===== src/hw/rtl/chte_pkg.sv =====
`timescale 1ns / 1ps
// ----------------------------------------------------------------------------
// chte_pkg: shared types and constants of the chained hash table engine
// Table sizes, operation and status codes, the request record and the hash.
// ----------------------------------------------------------------------------
package chte_pkg;
	localparam int Buckets  = 1024;
	localparam int Nodes    = 1024;
	localparam int BktW     = $clog2(Buckets);
	localparam int NodeW    = $clog2(Nodes);
	localparam int PtrW     = NodeW + 1;
	localparam int CntW     = 11;
	localparam int CfgW     = 11;
	localparam logic [PtrW-1:0] EmptyPtr = PtrW'(Nodes);
	localparam logic [31:0] Mix1 = 32'h85ebca6b;
	localparam logic [31:0] Mix2 = 32'hc2b2ae35;

	localparam logic [1:0] OpLookup = 2'd0;
	localparam logic [1:0] OpInsert = 2'd1;
	localparam logic [1:0] OpRemove = 2'd2;
	localparam logic [1:0] OpUnused = 2'd3;

	localparam logic [1:0] StHit  = 2'd0;
	localparam logic [1:0] StMiss = 2'd1;
	localparam logic [1:0] StFull = 2'd2;

	typedef struct packed {
		logic [1:0]      op;
		logic [31:0]     key;
		logic [31:0]     val;
		logic [BktW-1:0] bucket;
	} req_t;
endpackage


===== src/hw/rtl/chte_queue.sv =====
`timescale 1ns / 1ps
// ----------------------------------------------------------------------------
// chte_queue: two-entry request queue
// Decouples the hash front end from the table back end.
// ----------------------------------------------------------------------------
module chte_queue import chte_pkg::*; (
	input  logic clk,
	input  logic arst_n,
	input  logic in_valid,
	output logic in_ready,
	input  req_t in_req,
	output logic out_valid,
	input  logic out_ready,
	output req_t out_req
);
	req_t       slot_q [2];
	logic       wr_q;
	logic       rd_q;
	logic [1:0] fill_q;
	logic       push;
	logic       pop;

	assign in_ready  = (fill_q != 2'd2);
	assign out_valid = (fill_q != 2'd0);
	assign out_req   = slot_q[rd_q];
	assign push      = in_valid && in_ready;
	assign pop       = out_valid && out_ready;

	always_ff @(posedge clk) begin
		if (push) begin
			slot_q[wr_q] <= in_req;
		end
	end

	always_ff @(posedge clk or negedge arst_n) begin
		if (!arst_n) begin
			wr_q   <= 1'b0;
			rd_q   <= 1'b0;
			fill_q <= '0;
		end else begin
			if (push) begin
				wr_q <= ~wr_q;
			end
			if (pop) begin
				rd_q <= ~rd_q;
			end
			fill_q <= fill_q + {1'b0, push} - {1'b0, pop};
		end
	end
endmodule


===== config.mk =====
export PLATFORM = sky130hd
export DESIGN_NAME = chte_queue
export DESIGN_NICKNAME = d
export VERILOG_FILES = /design/src/hw/rtl/chte_pkg.sv /design/src/hw/rtl/chte_queue.sv
export SDC_FILE = /design/constraint.sdc
export NUM_CORES = 1
export LEC_CHECK = 0
export ABC_AREA = 1
export BUFFER_PORTS_ARGS = -buffer_cell sky130_fd_sc_hd__buf_2
export CORE_MARGIN = 2
export CORE_UTILIZATION = 50
export DETAILED_ROUTE_END_ITERATION = 7
export PLACE_DENSITY_LB_ADDON = 0.3
export SETUP_SLACK_MARGIN = 0.4
export SLEW_MARGIN = 20
export SYNTH_ARGS = -nofsm -noshare
export SYNTH_HDL_FRONTEND = slang
export SYNTH_SLANG_ARGS = --single-unit

===== constraint.sdc =====
create_clock -name clk -period 6.02 [get_ports clk]
set_input_delay 0.602 -clock clk [delete_from_list [all_inputs] [get_ports clk]]
set_output_delay 0.602 -clock clk [all_outputs]
set_load 0.02 [all_outputs]

# After elaboration in Yosys (flattened, before gate mapping)
# Memory sizes are Yosys's and may differ from the RTL's.
# Cells that the tools add are included.
[word_totals]
reg_bits = 4
mem_bits_rw = 152
in_bits = 80
word_cells = 14
memories = 1
[op_classes]
addsub = 2
n_eq_ne = 1
muxes = 2
bitwise = 2
reduce_logical = 3
[memory_table]
columns = ["name", "depth", "width", "read_ports", "rd_clocked_by_memory_dff", "write_ports", "line_no", "text"]
rows = [
  ["slot_q", 2, 76, 1, 0, 1, "chte_queue.sv:16", "req_t slot_q [2];"],
]
[ops]
columns = ["cell", "count"]
rows = [
  ["$add 2x1->2", 1],
  ["$logic_and 1x1->1", 2],
  ["$mux 1", 2],
  ["$ne 2x2->1 const B", 1],
  ["$not 1->1", 2],
  ["$reduce_bool 2->1", 1],
  ["$sub 2x1->2", 1],
]

# Depth between registers and ports, before layout
# Gate-level depths: netlist of run 1.
[logic_depth]
word_depth = 4
depth_mapped = 10
depth_no_buf = 10

# Least setup slack after synthesis of run 1
# OpenSTA, ideal clock, no wires.
[synth_timing]
path_type = "reg-to-reg"
startpoint = "reg fill_q[1]"
endpoint = "mem slot_q[1][0] in the netlist's numbering (enable)"
t_arrival_ns = 3.885
required_time_ns = 5.509
path_slack_ns = 1.624
stages_incl_launch_ff = 4
path_buffers = 0
period_less_slack_ns = 4.396
cell_sequence = "dfrtp_1 > nand2_1 > nand2_1 > nor2_1"
[synth_via]
elab_chain_len = 4
[synth_lines]
columns = ["item", "line_no", "text"]
rows = [
  ["start: declaration", "chte_queue.sv:19", "logic [1:0] fill_q;"],
  ["start signal: assignment", "chte_queue.sv:47", "fill_q <= fill_q + {1'b0, push} - {1'b0, pop};"],
  ["$ne 2x2->1", "chte_queue.sv:23", "assign in_ready = (fill_q != 2'd2);"],
  ["via in_ready", "chte_queue.sv:10", "output logic in_ready,"],
  ["$logic_and 1x1->1", "chte_queue.sv:26", "assign push = in_valid && in_ready;"],
  ["$mux 1", "chte_queue.sv:30", "if (push) begin"],
  ["$mux 1 (not written as such)", "chte_queue.sv:31", "slot_q[wr_q] <= in_req;"],
  ["end: declaration", "chte_queue.sv:16", ""],
]
# The timed path passes the listed nets, and every way through them passes these cells.

==> summary.txt, run 1 <==
Status: finished, final reports clean
Post-Synth Adder-Cell Area: 0.4335%
Post-CTS setup buffers: 0
Fin Setup TNS: 0 ns
Leakage Power: 0.003171 uW
Critical Path AT: 2.35 ns
Most frequent CP cell: nand2_1
Count leader, synth: nand2_1
Clk Latency, worst-skew pair: 0.40 ns
Min Clock Period, post-route: 2.957 ns
Width of the die: 111.5 um
Synth Area in Compound Gates: 0%
Number of global-route vias before repair: 3489
H-tree Lvls: 4
Hold EP: slot_q[1][37]$_DFFE_PP_
DRC: 0
CTS clk-pin slew, worst paths: 0.06 ns
Gate Count Post-Synth: 429
Synth Area in XOR/XNOR: 0%
Die Ht: 111.5 um
HP Class: primary input to flip-flop
Post-CTS resize count: 0
Gr usage total: 17.22%
Num Clock Sinks: 156
Max-Cap Viols: 0
Synth area leaders: edfxtp_1, nand2_1, dfrtp_1
Final #Nets: 674
Largest stage delay, worst path: 0.65 ns
Hold WS: 0.3792 ns
Number of synthesized register bits: 156
Final Power: 3905 uW
Avg Inst Size Synth: 13.46 um2
Vias per inst: 4.751
Antenna fix cells: 0
Reg2reg start: fill_q[1]$_DFF_PN0_
Post-Syn Area: 5773 um2
CP cell instances: buf_4 -> inv_4 -> nand2_1 -> nand2_1 -> buf_2
Root buf cell: clkbuf_16
Pre-antenna DRT Iters: 4
Final period util: 49.12%
Worst-margin pin slew: 0.9729 ns
Routed length per placed instance: 14.17 um
Hold Path Stages: 1
Drt total wl: 10.60 mm
Final Skew: 0.006687 ns
Main flop type after synthesis: edfxtp_1
Req. time, crit path: 5.42 ns
RePlAce Congestion: 0.7268
Number of synthesized flops with an enable pin: 152
Die area: 12420 um2
Clock buffer depth: 2
Startpoint types: flip-flop
Largest family of logic cells by synthesized area: simple AND/OR/NAND/NOR gates
Synth top area share: 79.06%
Relative slew slack: 34.99%
Initial core utilization: 50.99%
List of most frequent post-synthesis cells: nand2_1, edfxtp_1, buf_2
CTS tree: done
Setup Crit Path Kind: flip-flop to output port
Post-synthesis sequential area ratio: 80.80%
Initial antenna violation count: 0
Crit path max fanout: 78
Num CTS Buffers: 17
Port Buf Inserts: 157
Pin count of the biggest net entering global routing: 79
RSZ-0062 raised after global routing: no
Core area: 11320 um2
ANT nets after route: 0
Mux cell area share after synthesis: 0%
Synth area leader: edfxtp_1
Total grt overflow: 0
Reg2reg end: slot_q[1][13]$_DFFE_PP_
Final Setup Violations: 0
Max VDD drop: 0.2686 mV
Area grow syn2layout: 25.66%
Io pins: 158
Cell with the largest stage delay on the worst path: buf_4
FF-to-FF path depth: 4
Setup slack, reg-to-reg: 3.59 ns
DR iter-0 viols: 182
Synth Net Count: 511
Hpwl dp: 6.509 mm
Rows: 39
Async SR Flop Fraction: 2.564%
Worst Hold Launch: in_req[37]
Number of unique standard cell types used by synthesis: 11
First-pass GRT wire length: 16.43 mm
CTS Hold Bufs: 1
Fmax: 338.2 MHz
Final Slew Violations: 0
Fillers: 867
Pwr Density: 538.2 nW/um2
Final hold vios: 0
Proportion of layout cells with a drive suffix above 1: 31.24%
Simple-gate area share of the yosys netlist: 15.99%
Vias: 3554
Yosys Warn Count: 0
CP endpoint kind: output port
-- worst max-delay path by stage --
stage | startpoint | end | slack, ns | depth (start not counted)
floorplan | fill_q[1]$_DFF_PN0_ | slot_q[1][0]$_DFFE_PP_ | 1.62 | 3
global placement | in_valid | slot_q[1][68]$_DFFE_PP_ | 3.40 | 4
detailed placement | in_valid | slot_q[1][68]$_DFFE_PP_ | 3.34 | 4
CTS | rd_q$_DFFE_PN0P_ | out_req[45] | 3.01 | 5
global route | rd_q$_DFFE_PN0P_ | out_req[10] | 2.85 | 5
finish | rd_q$_DFFE_PN0P_ | out_req[45] | 3.06 | 5
-- registers in the layout, indices dropped and copies added, names as in the netlist --
register  count
fill_q        2
rd_q          1
slot_q      152
wr_q          1
-- area by class of cell --
type / instances / area (um2) / area share (%)
flip-flops and latches: 156 / 4666 / 64.32
well taps: 143 / 178.9 / 2.466
clock inverters: 8 / 146.4 / 2.018
multi-input cells: 247 / 955.9 / 13.18
inverters: 9 / 37.54 / 0.5174
clock buffers: 24 / 451.7 / 6.226
repair buffers: 161 / 818.3 / 11.28
-- routing by layer --
layer,routed length (um),global-route usage (%),up-vias
met5,0,0,-
met4,97,5.185,0
met3,804,6.260,8
met2,5144,28.25,126
met1,4551,21.77,1652
li1,-,-,1768
-- power breakdown --
part | switching [uW] | total (uW) | internal (uW)
sequential | 53.6 | 1540 | 1480
clock | 380 | 1070 | 694
combinational | 944 | 1290 | 348
total | 1380 | 3900 | 2530
-- kinds of logic (layout without fill, tap and decap cells) --
| logic type | after synthesis | after routing |
|---|---|---|
| AND/OR/NAND/NOR | 245 | 245 |
| flip-flops | 156 | 156 |
| buffers and inverters | 26 | 202 |
| adder cells (fa/ha/maj) | 2 | 2 |
-- layout by cell type, fill, tap and decap left out --
cell / n
buf_4: 3
clkbuf_1: 7
clkinvlp_4: 1
ha_1: 2
inv_4: 1
clkinv_2: 3
inv_1: 7
edfxtp_1: 152
buf_2: 157
nand2_1: 241
nand3_1: 3
bufinv_16: 4
dfrtp_1: 3
clkbuf_16: 17
clkinv_4: 1
dfrtp_2: 1
dlygate4sd3_1: 1
nor2_4: 1
-- metrics by stage --
step	worst slack (ns)	instances	instance area [um2]	utilization, %
after global placement	3.397	715	6646	58.71
after floorplan	1.624	429	5773	-
final	3.063	748	7254	64.08
after CTS	3.007	748	7254	64.08
after global routing	2.854	748	7254	64.08
after detailed placement	3.343	715	6646	58.71
-- worst max-delay path, delay by kind of cell, from the launching register on --
| family | cells | cell delay (ns) |
|---|---|---|
| simple gates | 2 | 0.27 |
| buf+inv | 3 | 1.32 |
| flops | 1 | 0.33 |
No activity file was read; power rests on OpenSTA's default activity.
==> run 2: changes to the inputs <==
==> constraint.sdc (replaced) <==
create_clock -name clk -period 2.85 [get_ports clk]
set_input_delay 0.285 -clock clk [delete_from_list [all_inputs] [get_ports clk]]
set_output_delay 0.285 -clock clk [all_outputs]
set_load 0.02 [all_outputs]
==> summary.txt, run 2 (synthesized netlist as in run 1, its figures left out) <==
Status: finished, final reports clean
FF-to-FF path depth: 5 (+1)
Critical Path AT: 1.87 ns (-0.48 ns)
Area grow syn2layout: 25.57% (about the same)
Hold Path Stages: 1 (unchanged)
Most flop-heavy register: slot_q
Num CTS Buffers: 17 (unchanged)
Relative slew slack: 33.18% (-1.8 points)
Hpwl dp: 6.412 mm (-1.5%)
Max reg flops: 152 (unchanged)
Die Ht: 111.5 um (unchanged)
Io pins: 158 (unchanged)
Clock buffer depth: 2 (unchanged)
Req. time, crit path: 2.57 ns (-2.85 ns)
Width of the die: 111.5 um (unchanged)
Crit path max fanout: 77 (-1.3%)
Gr usage total: 17.62% (+0.41 points)
Die area: 12420 um2 (unchanged)
Setup Crit Path Kind: flip-flop to output port
Final period util: 75.56%
CTS tree: done
Drt total wl: 10.64 mm (+0.37%)
Antenna fix cells: 0 (unchanged)
HP Class: primary input to flip-flop
Core area: 11320 um2 (unchanged)
Routed length per placed instance: 14.22 um (+0.37%)
Post-CTS resize count: 0 (unchanged)
Vias: 3593 (+1.1%)
RSZ-0062 raised after global routing: no
RePlAce Congestion: 0.7179 (-1.2%)
Port Buf Inserts: 157 (unchanged)
Biggest regs: slot_q (152), fill_q (2)
Max VDD drop: 0.6145 mV (+130%)
Worst-margin pin slew: 1.002 ns (+0.02942 ns)
Post-CTS setup buffers: 0 (unchanged)
Root buf cell: clkbuf_16
ANT nets after route: 0 (unchanged)
Final hold vios: 0 (unchanged)
Pin count of the biggest net entering global routing: 78 (-1.3%)
Most frequent cells in the layout: nand2_1, buf_2, edfxtp_1, clkbuf_16, inv_1
Rows: 39 (unchanged)
Num Clock Sinks: 156 (unchanged)
CP endpoint kind: output port
Number of global-route vias before repair: 3613 (+3.6%)
Final Setup Violations: 0 (unchanged)
CTS clk-pin slew, worst paths: 0.06 ns (about the same)
Final core occ: 64.04% (about the same)
Most common cell after layout, fill and taps aside: nand2_1
Clk Latency, worst-skew pair: 0.41 ns (about the same)
DR iter-0 viols: 175 (-3.8%)
Final Skew: 0.005842 ns (-0.0008453 ns)
Final #Nets: 675 (+0.15%)
Startpoint types: flip-flop
Initial antenna violation count: 1 (+1)
Vias per inst: 4.803 (+1.1%)
Initial core utilization: 50.99% (unchanged)
Fin Setup TNS: 0 ns (unchanged)
Pwr Density: 1127 nW/um2 (+110%)
Leakage Power: 0.003154 uW (-0.53%)
CTS Hold Bufs: 1 (unchanged)
Proportion of layout cells with a drive suffix above 1: 31.74% (+0.50 points)
Final Slew Violations: 0 (unchanged)
Fmax: 464.3 MHz
Min Clock Period, post-route: 2.154 ns
DRC: 0 (unchanged)
Total grt overflow: 0 (unchanged)
H-tree Lvls: 4 (unchanged)
First-pass GRT wire length: 16.80 mm (+2.3%)
Fillers: 846 (-2.4%)
Max-Cap Viols: 0 (unchanged)
Pre-antenna DRT Iters: 4 (unchanged)
run 2: layout make-up:
| class | count | area, um2 | share of cell area, % |
|---|---|---|---|
| sequential | 156 | 4666 | 64.36 |
| timing repair buffer | 162 | 825.8 | 11.39 |
| clock buffer | 20 | 436.7 | 6.023 |
| clock inverter | 11 | 146.4 | 2.019 |
| inverter | 9 | 40.04 | 0.5523 |
| tap | 143 | 178.9 | 2.468 |
| multi-input combinational | 247 | 955.9 | 13.19 |
run 2: per-stage QoR:
step | hold WS (ns) | worst slack [ns] | power, uW | std cells | cell area, um2
after global routing | 0.04132 | 0.5347 | 8657 | 748 | 7249
after detailed placement | 0.09647 | 0.9099 | 6069 | 716 | 6656
after global placement | 0.09792 | 0.9416 | 6012 | 716 | 6656
after CTS | 0.04119 | 0.6670 | 8284 | 748 | 7249
after floorplan | -0.01059 | 0.5568 | 5199 | 429 | 5784
final | 0.05875 | 0.6964 | 8173 | 748 | 7249
run 2: power by group:
| group | total [uW] | switching [uW] | internal (uW) |
|---|---|---|---|
| sequential | 3260 | 122 | 3140 |
| combinational | 2720 | 1980 | 741 |
| clock | 2190 | 822 | 1370 |
| total | 8170 | 2930 | 5250 |
run 2: routing by layer:
metal | global-route usage [%] | wire, um | vias to the layer above
met5 | 0 | 10 | -
met4 | 6.996 | 98 | 2
met3 | 6.424 | 812 | 9
met2 | 28.17 | 5223 | 129
met1 | 22.18 | 4492 | 1685
li1 | - | - | 1768
run 2: critical path, stage by stage (launching register included):
cell	delay, ns
dfrtp_2	0.38
buf_4	0.64
nand2_1	0.13
nand2_1	0.11
buf_2	0.16
run 2: final timing paths:
kind	startpoint	to	slack (ns)
setup / recovery	rd_q$_DFFE_PN0P_	out_req[53]	0.70
hold / removal	in_req[70]	slot_q[0][70]$_DFFE_PP_	0.06
setup reg to reg	fill_q[0]$_DFF_PN0_	slot_q[0][3]$_DFFE_PP_	0.91
hold reg to reg	wr_q$_DFFE_PN0N_	wr_q$_DFFE_PN0N_	0.49
max in group asynchronous	arst_n	rd_q$_DFFE_PN0P_	2.49
min in group asynchronous	arst_n	fill_q[0]$_DFF_PN0_	0.22
