File: src/hw/rtl/chte_pkg.sv
`timescale 1ns / 1ps
// ----------------------------------------------------------------------------
// chte_pkg: shared types and constants of the chained hash table engine
// Table sizes, operation and status codes, the request record and the hash.
// ----------------------------------------------------------------------------
package chte_pkg;
	localparam int Buckets  = 1024;
	localparam int Nodes    = 1024;
	localparam int BktW     = $clog2(Buckets);
	localparam int NodeW    = $clog2(Nodes);
	localparam int PtrW     = NodeW + 1;
	localparam int CntW     = 11;
	localparam int CfgW     = 11;
	localparam logic [PtrW-1:0] EmptyPtr = PtrW'(Nodes);
	localparam logic [31:0] Mix1 = 32'h85ebca6b;
	localparam logic [31:0] Mix2 = 32'hc2b2ae35;

	localparam logic [1:0] OpLookup = 2'd0;
	localparam logic [1:0] OpInsert = 2'd1;
	localparam logic [1:0] OpRemove = 2'd2;
	localparam logic [1:0] OpUnused = 2'd3;

	localparam logic [1:0] StHit  = 2'd0;
	localparam logic [1:0] StMiss = 2'd1;
	localparam logic [1:0] StFull = 2'd2;

	typedef struct packed {
		logic [1:0]      op;
		logic [31:0]     key;
		logic [31:0]     val;
		logic [BktW-1:0] bucket;
	} req_t;
endpackage

File: src/hw/rtl/chte_front.sv
`timescale 1ns / 1ps
// ----------------------------------------------------------------------------
// chte_front: hash front end
// Computes fmix32 of the key over five sequential steps and reduces it modulo
// the bucket count by restoring division, one quotient bit a cycle.
// ----------------------------------------------------------------------------
module chte_front import chte_pkg::*; (
	input  logic            clk,
	input  logic            arst_n,
	input  logic            in_valid,
	output logic            in_ready,
	input  logic [1:0]      op,
	input  logic [31:0]     key,
	input  logic [31:0]     val,
	input  logic [CfgW-1:0] modulus,
	output logic            out_valid,
	input  logic            out_ready,
	output req_t            out_req
);
	typedef enum logic [1:0] {F_IDLE, F_MIX, F_DIV, F_OUT} fstate_t;
	fstate_t        state_q;
	logic [2:0]     mix_step_q;
	logic [5:0]     bit_q;
	logic [31:0]    h_q;
	logic [31:0]    quo_q;
	logic [CfgW:0]  rem_q;
	logic [1:0]     op_q;
	logic [31:0]    key_q;
	logic [31:0]    val_q;
	logic [CfgW-1:0] mod_q;
	logic [CfgW:0]  shifted;

	assign in_ready  = (state_q == F_IDLE);
	assign out_valid = (state_q == F_OUT);
	assign out_req   = '{op: op_q, key: key_q, val: val_q, bucket: rem_q[BktW-1:0]};
	assign shifted   = {rem_q[CfgW-1:0], quo_q[31]};

	always_ff @(posedge clk or negedge arst_n) begin
		if (!arst_n) begin
			state_q    <= F_IDLE;
			mix_step_q <= '0;
			bit_q      <= '0;
		end else begin
			case (state_q)
				F_IDLE: begin
					if (in_valid) begin
						op_q       <= op;
						key_q      <= key;
						val_q      <= val;
						h_q        <= key;
						// clamp modulus to 1..Buckets
						if (modulus == '0) begin
							mod_q <= CfgW'(1);
						end else if (modulus > CfgW'(Buckets)) begin
							mod_q <= CfgW'(Buckets);
						end else begin
							mod_q <= modulus;
						end
						mix_step_q <= '0;
						state_q    <= F_MIX;
					end
				end
				F_MIX: begin
					case (mix_step_q)
						3'd0: h_q <= h_q ^ (h_q >> 16);
						3'd1: h_q <= h_q * Mix1;
						3'd2: h_q <= h_q ^ (h_q >> 13);
						3'd3: h_q <= h_q * Mix2;
						default: h_q <= h_q ^ (h_q >> 16);
					endcase
					mix_step_q <= mix_step_q + 3'd1;
					if (mix_step_q == 3'd4) begin
						quo_q   <= h_q ^ (h_q >> 16);
						rem_q   <= '0;
						bit_q   <= '0;
						state_q <= F_DIV;
					end
				end
				F_DIV: begin
					if (shifted >= {1'b0, mod_q}) begin
						rem_q <= shifted - {1'b0, mod_q};
					end else begin
						rem_q <= shifted;
					end
					quo_q <= {quo_q[30:0], 1'b0};
					bit_q <= bit_q + 6'd1;
					if (bit_q == 6'd31) begin
						state_q <= F_OUT;
					end
				end
				F_OUT: begin
					if (out_ready) begin
						state_q <= F_IDLE;
					end
				end
				default: state_q <= F_IDLE;
			endcase
		end
	end
endmodule

File: config.mk
export PLATFORM = sky130hd
export DESIGN_NAME = chte_front
export DESIGN_NICKNAME = d
export VERILOG_FILES = /design/src/hw/rtl/chte_pkg.sv /design/src/hw/rtl/chte_front.sv
export SDC_FILE = /design/constraint.sdc
export NUM_CORES = 1
export LEC_CHECK = 0
export BUFFER_PORTS_ARGS = -buffer_cell sky130_fd_sc_hd__buf_4
export CORE_AREA = 3 3 236 238
export CTS_BUF_LIST = sky130_fd_sc_hd__clkbuf_4 sky130_fd_sc_hd__clkbuf_8 sky130_fd_sc_hd__clkbuf_16
export DETAILED_ROUTE_END_ITERATION = 8
export DIE_AREA = 0 0 239 241
export GPL_ROUTABILITY_DRIVEN = 0
export MAX_ROUTING_LAYER = met4
export PLACE_DENSITY = 0.62
export SLEW_MARGIN = 40
export SYNTH_ARGS = -nofsm -noshare
export SYNTH_HDL_FRONTEND = slang
export SYNTH_SLANG_ARGS = --single-unit
File: constraint.sdc
create_clock -name clk -period 11 [get_ports clk]
set_input_delay 1.65 -clock clk [delete_from_list [all_inputs] [get_ports clk]]
set_output_delay 1.65 -clock clk [all_outputs]
set_load 0.01 [all_outputs]
After elaboration in Yosys (flattened, before gate mapping)
Index checks and enable logic that the tools add are counted.
W data, S select, Z words.
Cells by class
  add/sub/neg operators: 3
  multipliers: 2
  magnitude comparators: 2
  equality and inequality tests: 12
  mux-type cells: 18
  bitwise gates (word level): 2
  reductions and logical operators: 11
Operator list (count)
  $pmux W32 S2: 2
  $pmux W32 S3: 1
  $mux W32: 2
  $mux W11: 3
  $mul A32 B31 Y32 const B: 1
  $mul A32 B32 Y32 const B: 1
  $xor A32 B16 Y32: 1
  $xor A32 B19 Y32: 1
  $pmux W11 S2: 1
  $ge A12 B11 Y1: 1
  $pmux W6 S2: 1
  $gt A11 B11 Y1 const B: 1
  $logic_not A11 Y1: 1
  $sub A11 B11 Y11: 1
  $reduce_and A3 Y1: 3
  $mux W2: 4
  $pmux W2 S4: 1
  $add A6 B1 Y6 const B: 1
  $eq A3 B2 Y1 const B: 2
  $eq A6 B5 Y1 const B: 1
  $mux W6: 1
  $ne A2 B2 Y1 const B: 3
  $pmux W3 S2: 1
  $eq A2 B2 Y1 const B: 2
  other kinds (11): 13
Word-level totals
  register bits: 163
  input port bits: 81
  output and inout port bits: 78
  logic and storage cells: 61

Depth between registers and ports, before layout
Gate-level depths: netlist (run 1).
  depth in word-level cells: 3
  depth in mapped cells: 26
  mapped depth without buffers: 26

Least setup slack after synthesis (run 1)
Ideal clock, no wire load.
  path kind: register to register
  from: register h_q[3]
  to: register h_q[29] (data pin)
  library setup time: 0.275 ns
  arrival time: 6.716 ns
  data required time: 10.725 ns
  slack: 4.009 ns
  cell stages (with the launch flop): 22
  path buffers: 0
  period minus slack after synthesis: 6.991 ns
  cell sequence: edfxtp_1 -> ha_1 -> inv_1 -> fa_1 -> fa_1 -> inv_1 -> fa_1 -> fa_1 -> ha_1 -> fa_1 -> inv_1 -> fa_1 -> inv_1 -> ha_1 -> a211o_1 -> or3_1 -> o41a_1 -> a221o_1 -> a211o_1 -> a31oi_1 -> xor2_1 -> o221ai_1
On the way
  word-level cells in the longest chain between the ends: 3
  elaborated cells between the ends (all ways): 4
  those cells by class: mul: 2; mux: 2
RTL lines
  from (decl): line chte_front.sv:24  | logic [31:0] h_q;
  from (signal assigned): line chte_front.sv:50  | h_q <= key;
  from (signal assigned): line chte_front.sv:65  | 3'd0: h_q <= h_q ^ (h_q >> 16);
  from (signal assigned): line chte_front.sv:66  | 3'd1: h_q <= h_q * Mix1;
  $mul A32 B31 Y32 or $mul A32 B32 Y32 (tied branches): line chte_front.sv:68, chte_front.sv:66
  $pmux W32 S3 (*): line chte_front.sv:64  | case (mix_step_q)
  $pmux W32 S2 (*): line chte_front.sv:44  | case (state_q)
Mark *: on every way between the ends. The rest lies on a longest branch, timed or not.
A chain may end at the register's enable or synchronous reset.

Final worst setup path (run 1)
  from: register h_q[2]
  to: register h_q[28] (data pin)
The elaborated chain is that of the path after synthesis.

==> impl_metrics.toml, run 1 <==
[sta]
layout_min_cycle_time_ns = 7.86
finalSetupTns_ns = 0
rsz0062_at_grt = "no"
maxSlewViolCount = 0
hold_viol_final = 0
slew_headroom_pct = 33.8
layout_setup_ws_ns = 3.14
skew_ns = 0.0175
tightest_slew_ns = 0.984
fmax_mhz = 127
setup_violations = 0
fin_crit_sh_pct = 71.5

[logic_synthesis]
yosysTopAreaCell = "fa_1"
netlist_instances = 2340
ys_types = 63
yosysTopAreaCellShare_pct = 32.2
synth_ff_type = "edfxtp_1"
async_reset_ff_share_pct = 6.75
syn-cell-area_um2 = 24100
synth-edff-count = 152
avgSynthCellArea_um2 = 10.3
synthTopCellsByArea = "fa_1, edfxtp_1, ha_1, inv_1, xnor2_1"
ys_warn_count = 0
yosys_register_bits = 163
synthesis.nets = 3137
synth_common_cells = "inv_1, fa_1, ha_1, edfxtp_1, xnor2_1"
yosysSeqAreaShare_pct = 20.1
synth_most_common_cell = "inv_1"

[global_routing]
grt_pass1_wl_um = 120000
overflow = 0
gr-usage-all-layers_pct = 29.7
grt_pass1_vias = 18800
antenna_found_initial = 4
grt_max_degree = 68

[floorplan]
die-area_um2 = 57600
fp.dieW_um = 239
start_util_pct = 44.7
io_pins = 159
rows = 85
die_y_um = 241
core_area_um2 = 53800

[clocking]
cts_buffer_depth = 2
ctsResizeCount = 0
cts_setup_buffers = 0
cts_tree = "done"
clk_pin_slew_ns = 0.08
cts_made_buffers = 17
insertion_delay_ns = 0.45
cts_hold_buf = 0
cts_root_buffer = "clkbuf_16"
clock_sinks = 163
cts_max_level = 4

[placement]
dp_hpwl_um = 69200
port_buffers = 158
pre_cts_ws_ns = 3.31

[hold_path]
hp-class = "reg2reg"

[critical_path]
max_stage_delay_ns = 0.82
worstPathRequired_ns = 11.20
cp_top_family = "adder cells"
end_kind = "flip-flop"
worstPathCellList = "inv_1, fa_1, inv_1, ha_1, inv_1, fa_1, inv_1, ha_1, fa_1, fa_1, fa_1, inv_1, fa_1, inv_1, ha_1, a21o_1, a211oi_1, a41oi_1, a311o_1, a31oi_1, xor2_1, o221ai_1, o21a_1"
path_buf_inv = 6
arrival_ns = 8.06
cp-start-kind = "flip-flop"
worst_path_max_delay_cell = "edfxtp_1"
crit_type = "reg2reg"
crit_fanout = 10

[drt]
dr.pass1.iters = 8
routed_via_density = 5.59
drt-initial-drc-count = 1921
vias = 17900
post_drt_wl_per_cell_um = 25.4
postRouteAntennaNets = 0
routed_wl_um = 81400
drcViolationCount = 0

[cells_and_area]
multi_input_area_um2 = 16400
n_fill_cell = 4975
fin_util_pct = 49.6
seqCellArea_um2 = 4840
syn_to_final_growth_pct = 10.9
layout.nets = 3282
drive_above_1_share_pct = 8.89

[run]
max-cap-violations = 0

[status]
status = "completed"
-- placed cells by master, fill, tap and decap left out, types with 7 or more instances in the layout --
cell type,n
nor2b_1,18
a21o_1,20
a31oi_1,14
a21oi_1,83
fa_1,387
a221oi_1,20
o21ai_0,65
inv_1,717
xnor2_1,104
ha_1,327
nand3_1,23
or3_1,7
o21a_1,16
nand2b_1,13
nand2_1,65
clkbuf_16,17
o221ai_1,18
nor3_1,11
buf_4,170
nor2_1,74
a22oi_1,10
xor2_1,30
dfrtp_1,11
edfxtp_1,152
-- worst min-delay path: stages (launching register included) --
cell and delay, ns:
edfxtp_1 0.32, nand2_1 0.04, o21ai_0 0.06
-- layout make-up --
cell class	count	area share [%]
multi-input cells	1413	61.3
flip-flops and latches	163	18.1
inverters	718	10.1
repair buffers	172	4.90
well taps	696	3.26
clock buffers	19	1.65
clock inverters	13	0.656
diodes	4	0.0375
-- path summary, 6_finish.rpt --
check                          from            end  slack, ns  cells past startpoint
setup / recovery             h_q[2]        h_q[28]       3.14                     23
max in group asynchronous    arst_n  mix_step_q[1]       9.77                      1
min in group asynchronous    arst_n       bit_q[5]       1.05                      1
hold reg to reg            quo_q[3]       quo_q[4]       0.51                      2
hold / removal             quo_q[3]       quo_q[4]       0.51                      2
setup reg to reg             h_q[2]        h_q[28]       3.14                     23
-- logic make-up (layout without fill, tap and decap cells) --
family                     after synthesis  in the layout  synth area share (%)
buffers and inverters                  764            922                  12.1
adders and majority gates              716            716                  49.3
AOI/OAI and AO/OA                      315            315                  8.63
and+or+nand+nor                        241            241                  4.69
DFF                                    163            163                  20.1
xor gates and xnor gates               134            134                  4.88
muxes                                    7              7                 0.317
other                                    0              4                     0
-- sequential cells by signal, indices dropped and copies added (netlist names) --
register    flops
h_q            32
key_q          32
quo_q          32
val_q          32
mod_q          11
rem_q          11
bit_q           6
mix_step_q      3
op_q            2
state_q         2
-- per-layer routing --
layer / global-route usage (%) / part of all wire (%) / up-vias / routed length, um
met5: - / 0 / - / 0
met4: 14.7 / 6.2 / 0 / 5060
met3: 9.22 / 11 / 253 / 9120
met2: 42.0 / 42 / 1010 / 34600
met1: 38.8 / 40 / 8955 / 32600
li1: - / - / 7654 / -
-- stage by stage --
| stage | hold WS [ns] | instances | area, um^2 |
|---|---|---|---|
| final | 0.511 | 3198 | 26700 |
| after floorplan | 0.492 | 2340 | 24100 |
| after global placement | 0.504 | 3160 | 26000 |
| after global routing | 0.535 | 3198 | 26700 |
| after detailed placement | 0.513 | 3161 | 26100 |
| after CTS | 0.519 | 3193 | 26700 |
Power of run 1 is left out: the tool's default activity adds up to more than one toggle a clock period on the data nets, which glitch-free logic cannot reach.
==> run 2, diff against run 1 <==
==> constraint.sdc (replaced) <==
create_clock -name clk -period 7.9 [get_ports clk]
set_input_delay 1.185 -clock clk [delete_from_list [all_inputs] [get_ports clk]]
set_output_delay 1.185 -clock clk [all_outputs]
set_load 0.01 [all_outputs]
==> run 2 against run 1 <==
Sequential share of layout area shrank 0.16 points. Clock skew is essentially flat. Fmax grew 4.7%. Hold slack gained 0.017 ns. Critical path depth shrank 1. Wire length grew 0.69%. Via count grew 0.27%. Die area is the same. Global-route usage grew 0.25 points. Sequential cell count is the same. Worst setup slack lost 2.8 ns.
==> impl_metrics.toml, run 2 (synthesis gave the netlist of run 1 again) <==
[sta]
finalSetupTns_ns = 0
fmax_mhz = 133
fin_crit_sh_pct = 95.1
skew_ns = 0.0172
maxSlewViolCount = 0
setup_violations = 0
hold_viol_final = 0
layout_setup_ws_ns = 0.388
tightest_slew_ns = 0.881
slew_headroom_pct = 40.5
layout_min_cycle_time_ns = 7.51
rsz0062_at_grt = "no"

[drt]
drt-initial-drc-count = 2143
routed_via_density = 5.55
dr.pass1.iters = 8
postRouteAntennaNets = 0
vias = 17900
routed_wl_um = 81900
post_drt_wl_per_cell_um = 25.4
drcViolationCount = 0

[cells_and_area]
layout.cells.most_common_list = "inv_1, fa_1, ha_1"
seqCellArea_um2 = 4840
drive_above_1_share_pct = 10.1
layout.nets = 3316
final_common_cell = "inv_1"
syn_to_final_growth_pct = 11.9
stdcell_area_um2 = 26900
fin_util_pct = 50.0
n_fill_cell = 4882
multi_input_area_um2 = 16300

[clocking]
cts_setup_buffers = 0
cts_max_level = 4
ctsResizeCount = 0
insertion_delay_ns = 0.45
cts_tree = "done"
clock_sinks = 163
cts_root_buffer = "clkbuf_16"
cts_hold_buf = 0
cts_buffer_depth = 2
clk_pin_slew_ns = 0.08
cts_made_buffers = 17

[global_routing]
grt_max_degree = 57
grt_pass1_wl_um = 121000
overflow = 0
grt_pass1_vias = 19000
gr-usage-all-layers_pct = 30.0
antenna_found_initial = 2

[placement]
port_buffers = 158
pre_cts_ws_ns = 0.544
placed_area_um2 = 26300
dp_hpwl_um = 70700

[floorplan]
die_y_um = 241
io_pins = 159
core_area_um2 = 53800
fp.dieW_um = 239
rows = 85
start_util_pct = 44.7
die-area_um2 = 57600

[critical_path]
cp-start-kind = "flip-flop"
crit_type = "reg2reg"
end_kind = "flip-flop"
worstPathCellList = "buf_4, ha_1, inv_1, fa_1, fa_1, inv_1, fa_1, fa_1, ha_1, fa_1, inv_1, fa_1, inv_1, ha_1, a211o_1, or3_1, o41a_1, a221o_1, a2111oi_2, o31ai_1, xnor2_1, o221ai_1"
crit_fanout = 10
arrival_ns = 7.67
max_stage_delay_ns = 0.56
path_buf_inv = 5
worst_path_max_delay_cell = "fa_1"
crit_start = "h_q[3]"
cp_top_family = "adder cells"
worstPathRequired_ns = 8.06
critPathMostFrequentCell = "fa_1"
r2r-start = "h_q[3]"

[hold_path]
hp-start = "quo_q[26]"
hp-class = "reg2reg"

[status]
status = "completed"

[run]
max-cap-violations = 0
run 2: cell types whose count changed in the layout (fill, tap and decap cells not counted):
cell / previous run / this run
buf_4: 170 / 205
diode_2: 4 / 3
nor3_4: 1 / 0
buf_6: 1 / 0
nor3_2: 0 / 1
run 2: layer usage:
layer | share of wire [%] | routed length, um | track usage (%)
met1 | 40 | 32600 | 39.3
met2 | 42 | 34800 | 42.6
met3 | 12 | 9750 | 8.94
met4 | 5.9 | 4830 | 14.4
met5 | 0 | 0 | -
run 2: per-stage QoR:
stage / std cells / hold slack (ns)
2_1_floorplan: 2340 / 0.492
3_3_place_gp: 3195 / 0.504
3_5_place_dp: 3196 / 0.513
4_1_cts: 3228 / 0.528
5_1_grt: 3230 / 0.546
6_report: 3231 / 0.529
run 2: worst paths after layout:
check	to	slack, ns	cells after the start
max	h_q[31]	0.39	22
min	quo_q[27]	0.53	2
max reg2reg	h_q[31]	0.39	22
min reg2reg	quo_q[27]	0.53	2
max in group asynchronous	state_q[1]	7.14	1
min in group asynchronous	bit_q[3]	0.58	1
run 2: cell type report:
type | instances | area share [%]
Multi-Input combinational cell | 1413 | 60.7
Clock buffer | 19 | 1.64
Clock inverter | 13 | 0.650
Inverter | 718 | 10.0
Sequential cell | 163 | 18.0
Antenna cell | 3 | 0.0279
Timing Repair Buffer | 206 | 5.79
Tap cell | 696 | 3.23
run 2: worst register-to-register path: stages, from the launching register on:
cell	delay, ns
edfxtp_1	0.36
buf_4	0.23
ha_1	0.30
inv_1	0.13
fa_1	0.46
fa_1	0.56
inv_1	0.06
fa_1	0.54
fa_1	0.44
ha_1	0.30
fa_1	0.49
inv_1	0.06
fa_1	0.50
inv_1	0.04
ha_1	0.35
a211o_1	0.33
or3_1	0.34
o41a_1	0.39
a221o_1	0.48
a2111oi_2	0.41
o31ai_1	0.14
xnor2_1	0.20
o221ai_1	0.13
Power of run 2 is left out for the same reason.
